### config.mk
export PLATFORM = sky130hd
export DESIGN_NAME = dis_cell
export DESIGN_NICKNAME = d
export VERILOG_FILES = /design/src/hdl/dis_pkg.sv /design/src/hdl/dis_cell.sv
export SDC_FILE = /design/constraint.sdc
export NUM_CORES = 1
export LEC_CHECK = 0
export CORE_MARGIN = 5
export CORE_UTILIZATION = 35
export DETAILED_ROUTE_END_ITERATION = 10
export DONT_BUFFER_PORTS = 1
export PLACE_DENSITY_LB_ADDON = 0.08
export SYNTH_ARGS = -nofsm -noshare
export SYNTH_HDL_FRONTEND = slang
export SYNTH_SLANG_ARGS = --single-unit
### constraint.sdc
create_clock -name clk -period 5.25 [get_ports clk]
set_input_delay 1.05 -clock clk [delete_from_list [all_inputs] [get_ports clk]]
set_output_delay 1.05 -clock clk [all_outputs]
set_load 0.005 [all_outputs]
### src/hdl/dis_pkg.sv
// Package for the disjoint interval set: sizes, status codes, cell control types.
package dis_pkg;

  localparam int MAX_INTERVALS = 32;
  localparam int VALUE_BITS    = 30;
  localparam int FIELD_W       = 30;
  localparam int CNT_W         = $clog2(MAX_INTERVALS + 1);

  localparam logic [FIELD_W-1:0] VAL_MASK = FIELD_W'((64'd1 << VALUE_BITS) - 64'd1);

  localparam logic [2:0] ST_ADDED   = 3'd0;
  localparam logic [2:0] ST_PRESENT = 3'd1;
  localparam logic [2:0] ST_FULL    = 3'd2;
  localparam logic [2:0] ST_ENTRY   = 3'd3;
  localparam logic [2:0] ST_EMPTY   = 3'd4;

  typedef enum logic [2:0] {
    OP_HOLD,
    OP_CMP,
    OP_MERGE_BOTH,
    OP_SET_END,
    OP_SET_START,
    OP_INSERT,
    OP_ROTATE
  } cell_op_t;

  typedef struct packed {
    cell_op_t           op;
    logic [FIELD_W-1:0] v;
  } cell_ctl_t;

  typedef struct packed {
    logic pres;
    logic jp;
    logic jn;
  } cell_flags_t;

  typedef enum logic [1:0] {
    S_IDLE,
    S_CMP,
    S_UPD,
    S_RD
  } state_t;

endpackage

### src/hdl/dis_cell.sv
// One table slot: holds an interval, compares it with the broadcast value, shifts with neighbors.
module dis_cell (
  input  logic                        clk,
  input  logic                        rst,
  input  dis_pkg::cell_ctl_t          ctl,
  input  logic                        valid,
  input  logic                        tail,
  input  logic                        left_le_c,
  input  logic                        left_le_r,
  input  logic                        right_le_c,
  input  logic [dis_pkg::FIELD_W-1:0] left_start,
  input  logic [dis_pkg::FIELD_W-1:0] left_end,
  input  logic [dis_pkg::FIELD_W-1:0] right_start,
  input  logic [dis_pkg::FIELD_W-1:0] right_end,
  input  logic [dis_pkg::FIELD_W-1:0] wrap_start,
  input  logic [dis_pkg::FIELD_W-1:0] wrap_end,
  output logic [dis_pkg::FIELD_W-1:0] start_q,
  output logic [dis_pkg::FIELD_W-1:0] end_q,
  output logic                        le_c,
  output logic                        le_r,
  output dis_pkg::cell_flags_t        flags
);

  logic prev_r;
  logic next_r;
  logic prev_c;
  logic next_c;
  logic ins_at;
  logic [dis_pkg::FIELD_W:0] end_inc;
  logic [dis_pkg::FIELD_W:0] v_inc;

  assign le_c    = valid && (start_q <= ctl.v);
  assign prev_c  = le_c && !right_le_c;
  assign next_c  = valid && !le_c && left_le_c;
  assign end_inc = {1'b0, end_q} + (dis_pkg::FIELD_W+1)'(1);
  assign v_inc   = {1'b0, ctl.v} + (dis_pkg::FIELD_W+1)'(1);
  // insertion point: first slot past the last start not above the value
  assign ins_at  = !le_r && left_le_r;

  always_ff @(posedge clk) begin
    if (rst) begin
      le_r   <= 1'b0;
      prev_r <= 1'b0;
      next_r <= 1'b0;
      flags  <= '0;
    end else if (ctl.op == dis_pkg::OP_CMP) begin
      le_r       <= le_c;
      prev_r     <= prev_c;
      next_r     <= next_c;
      flags.pres <= prev_c && (end_q >= ctl.v);
      flags.jp   <= prev_c && (end_inc == {1'b0, ctl.v});
      flags.jn   <= next_c && (v_inc == {1'b0, start_q});
    end
  end

  always_ff @(posedge clk) begin
    case (ctl.op)
      dis_pkg::OP_MERGE_BOTH: begin
        if (prev_r) begin
          end_q <= right_end;
        end else if (!le_r) begin
          start_q <= right_start;
          end_q   <= right_end;
        end
      end
      dis_pkg::OP_SET_END: begin
        if (prev_r) begin
          end_q <= ctl.v;
        end
      end
      dis_pkg::OP_SET_START: begin
        if (next_r) begin
          start_q <= ctl.v;
        end
      end
      dis_pkg::OP_INSERT: begin
        if (ins_at) begin
          start_q <= ctl.v;
          end_q   <= ctl.v;
        end else if (!le_r) begin
          start_q <= left_start;
          end_q   <= left_end;
        end
      end
      dis_pkg::OP_ROTATE: begin
        if (tail) begin
          start_q <= wrap_start;
          end_q   <= wrap_end;
        end else begin
          start_q <= right_start;
          end_q   <= right_end;
        end
      end
      default: begin
      end
    endcase
  end

endmodule

# == Yosys cells after proc, flatten, opt, wreduce, memory -nomap -nowiden ==
# Index checks and enable logic that the tools add are counted.
# totals
word_cells,55
output_inout_bits,65
in_bits,220
reg_bits,66
# op_classes
n_lt_le_gt_ge,2
reduce_logical,15
mux,14
eq_ne,14
add_sub_neg,2
# ops
operator,count
$mux 30,12
$pmux 30 s4,2
$add 30x1->31 const B,2
$eq 31x30->1,2
$ge 30x30->1,1
$le 30x30->1,1
$eq 3x3->1 const B,3
$logic_and 1x1->1,8
$ne 2x2->1 const B,4
$reduce_bool 4->1,2
$eq 3x2->1 const B,2
$ne 3x3->1 const B,2
$reduce_and 5->1,1
$reduce_and 4->1,1
$eq 3x1->1 const B,1
$logic_not 1->1,3

# == Depth between registers and ports, before layout ==
# logic_depth
ltp_word,6
ltp_mapped,11
depth_no_buf,10

# == Least setup slack after synthesis ==
# No wires, ideal clock.
# synth_path
path_kind,input to output
startpoint,input port ctl[13] in the netlist's numbering
endpoint,output port le_c
cell_stages,9
path_slack_ps,1025
t_required_ps,4200
path_buffers,1
t_arrival_ps,3175
path_cell_list,clkbuf_1 inv_1 ha_1 nand4_1 or4_1 o41ai_1 o22ai_1 a31oi_1 and2_1
# synth_via
elab_chain_cells,2
# synth_rtl
item,line,rtl
"start, declared",dis_cell.sv:5,"input dis_pkg::cell_ctl_t ctl,"
$le 30x30->1,dis_cell.sv:32,assign le_c = valid && (start_q <= ctl.v);
$logic_and 1x1->1,dis_cell.sv:32,
"end, declared",dis_cell.sv:19,"output logic le_c,"
# No other way between the ends.

# == Worst setup path in the final report ==
# Same ends and word-level chain as after synthesis.

==> results.ini <==
[yosys]
synth-simple-area-share_pct=20.89
synth_compound_area_share_pct=24.51
synth_edf_count=60
synth.yosys.warnings=0
synthXorXnorAreaFrac_pct=9.183
yosys.area.top_type=edfxtp_1
syn_inst=814
muxShareOfSynthArea_pct=1.154
synth_fa_ha_area_share_pct=10.84
ys_ff_latch=66
synth_area_leaders=edfxtp_1 (25%), ha_1 (11%), xnor2_1 (5.9%), nand2_1 (5.4%), a221o_1 (4.2%)
synth_top_area_share_pct=25.19
ys.flop_type=edfxtp_1
synth_fp_nets=1096
post_synth.cell_area_avg_um2=8.788
synth_top_family_by_area=compound AO/OA/AOI/OAI gates
ys_types=72
synth_area_um2=7153
synthTopCellsByCount=nand2_1 (102), ha_1 (62), edfxtp_1 (60), xnor2_1 (48), a21oi_1 (47)
synth_most_common_cell=nand2_1
synth-seq-area-share_pct=26.87
async_flop_share_pct=0

[grt]
grt_max_degree=41
grt_pass1_vias=6782
antenna_found_initial=2
grt.overflow.total=0
grt_pass1_wl_mm=42.73
grtUsageTotal_pct=23.74

[clock_network]
clk_pin_slew_ns=0.06
cts-root-buf=clkbuf_16
cts_buffer_depth=2
cts_buffers=9
cts_setup_buffers=0
cts_htree_levels=3
cts_resized=0
cts_tree=done
clk_latency_ns=0.34
cts-hold-fix-buffers=0
cts_num_sinks=66

[timing]
tightestPinTransition_ns=1.075
holdWs_ns=0.4525
relSlewSlack_pct=28.04
tns_ns=0
hold_viol=0
max_freq_ghz=0.2277
layout_min_cycle_time_ns=4.391
rsz0062_at_grt=false
setup_slack_ns=0.8589
finalMaxSlewViolations=0
finalCritPeriodShare_pct=83.64
setup_viol=0
finClkSkew_ns=0.006694

[worst_setup_path]
worstSetupPathType=input pin to output port
endpoint_kind=output port
worstPathMaxFanout=8
start_kind=input pin
cp.required_ns=4.20
worst_ep_arrival_time_ns=3.34

[placed_design]
place_area_um2=7246
place_hpwl_mm=23.43
place.gp.congestion=0.8778
dp.cells=1028
portBuffers=0
place_ws_ns=0.9127

[layout]
nets=1051
instances_no_fill=1043
syn_to_final_growth_pct=4.828
diodes=0
final_util_pct=37.18
fin_area_um2=7498
drive_above_1_share_pct=5.692

[floorplanning]
rows=52
initial_core_util_pct=35.47
coreArea_um2=20170
dieArea_um2=23400
fp.dieW_um=153.0
dieHeight_um=153.0
num_io_pins=285

[power_and_ir_drop]
share_seq_of_total_power_pct=42.3
leakage_nw=2.856
p_sw_share_pct=34.60
switchingPower_mw=0.6153
pwr_density_cell_nw_per_um2=237.1
p_clk_share_pct=31.0
combPwrFrac_pct=26.6
ir_drop_mv=0.1391
p_int_mw=1.163
p_total_mw=1.778

[detailed_routing]
drt-wirelength-per-cell_um=27.91
vias=6688
wl_met2_mm=15.03
ant_nets=0
drcViolationCount=0
maxUsedRoutingLayer=met5
m1WireLength_mm=10.77
drtIter0Drc=620
dr.pass1.iters=9
wl_met3_mm=2.703
viasPerCell=6.412
wirelength_mm=29.11

[run_status]
status=finished, final reports clean

[min_path]
timing.hold.worst.class=flip-flop to flip-flop

[job]
max_cap_viol_count=0

## critical path, stage by stage
cell and delay (ns):
inv_1 0.07, ha_1 0.34, nand4_1 0.15, or4_1 0.66, o41ai_1 0.30, o22ai_1 0.14
a31oi_1 0.37, and2_1 0.25
## cell usage in the layout (no fill, tap or decap), drive strengths merged, types with 3 or more instances in the layout
master / count
a2111oi: 5
a211oi: 5
a21o: 9
a21oi: 47
a221o: 30
a222oi: 30
a22o: 30
a31oi: 8
a41oi: 3
and2: 4
and3: 12
and4: 10
buf: 5
clkbuf: 11
clkinv: 4
dfxtp: 6
edfxtp: 60
ha: 62
inv: 44
mux2i: 6
nand2: 102
nand2b: 6
nand3: 29
nand4: 28
nor2: 19
nor2b: 6
nor3: 20
nor3b: 4
nor4: 18
o21ai: 28
o221ai: 3
o22ai: 3
o31ai: 3
o41ai: 3
or4: 3
xnor2: 48
xor2: 27
## cell type report
cell class | instances | area [µm²]
Multi-Input combinational cell | 643 | 4783
Sequential cell | 66 | 1922
Timing Repair Buffer | 5 | 37.54
Clock buffer | 11 | 232.7
Fill cell | 2064 | 12670
Tap cell | 270 | 337.8
Clock inverter | 4 | 20.02
Inverter | 44 | 165.2
## cells by family (layout without fill, tap and decap cells)
family	Yosys count	count (layout)
adder cells (fa/ha/maj)	62	62
XOR/XNOR	75	75
buffers and inverters	105	64
multiplexers	8	8
AO/OA/AOI/OAI	229	229
flip-flops	66	66
AND/OR/NAND/NOR	269	269
## per-layer routing
metal	GRT usage, %	vias to the layer above
met5	0	-
met4	6.491	2
met3	7.831	39
met2	43.10	334
met1	26.63	3241
li1	-	3072
## sequential cells by signal, summed over array words and instances, names as in the netlist
name and count:
end_q 30, start_q 30, flags 3, le_r 1, next_r 1, prev_r 1
## worst paths after layout
| check | to | slack, ns | depth (start not counted) | startpoint |
|---|---|---|---|---|
| min | prev_r$_SDFFE_PP0N_ | 0.45 | 2 | prev_r$_SDFFE_PP0N_ |
| min reg2reg | prev_r$_SDFFE_PP0N_ | 0.45 | 2 | prev_r$_SDFFE_PP0N_ |
| max | le_c | 0.86 | 8 | ctl[13] |
| max reg2reg | flags[1]$_SDFFE_PP0N_ | 1.94 | 9 | start_q[13]$_DFFE_PP_ |
## power by group through the flow
stage | clock, mW | sequential, mW | combinational (mW)
global placement | 0 | 0.766 | 0.461
CTS | 0.565 | 0.755 | 0.473
finish | 0.552 | 0.753 | 0.473
detailed placement | 0 | 0.766 | 0.469
floorplan | 0 | 0.713 | 0.398
global route | 0.585 | 0.761 | 0.530
Note: power is estimated with default switching activity, not from simulation.
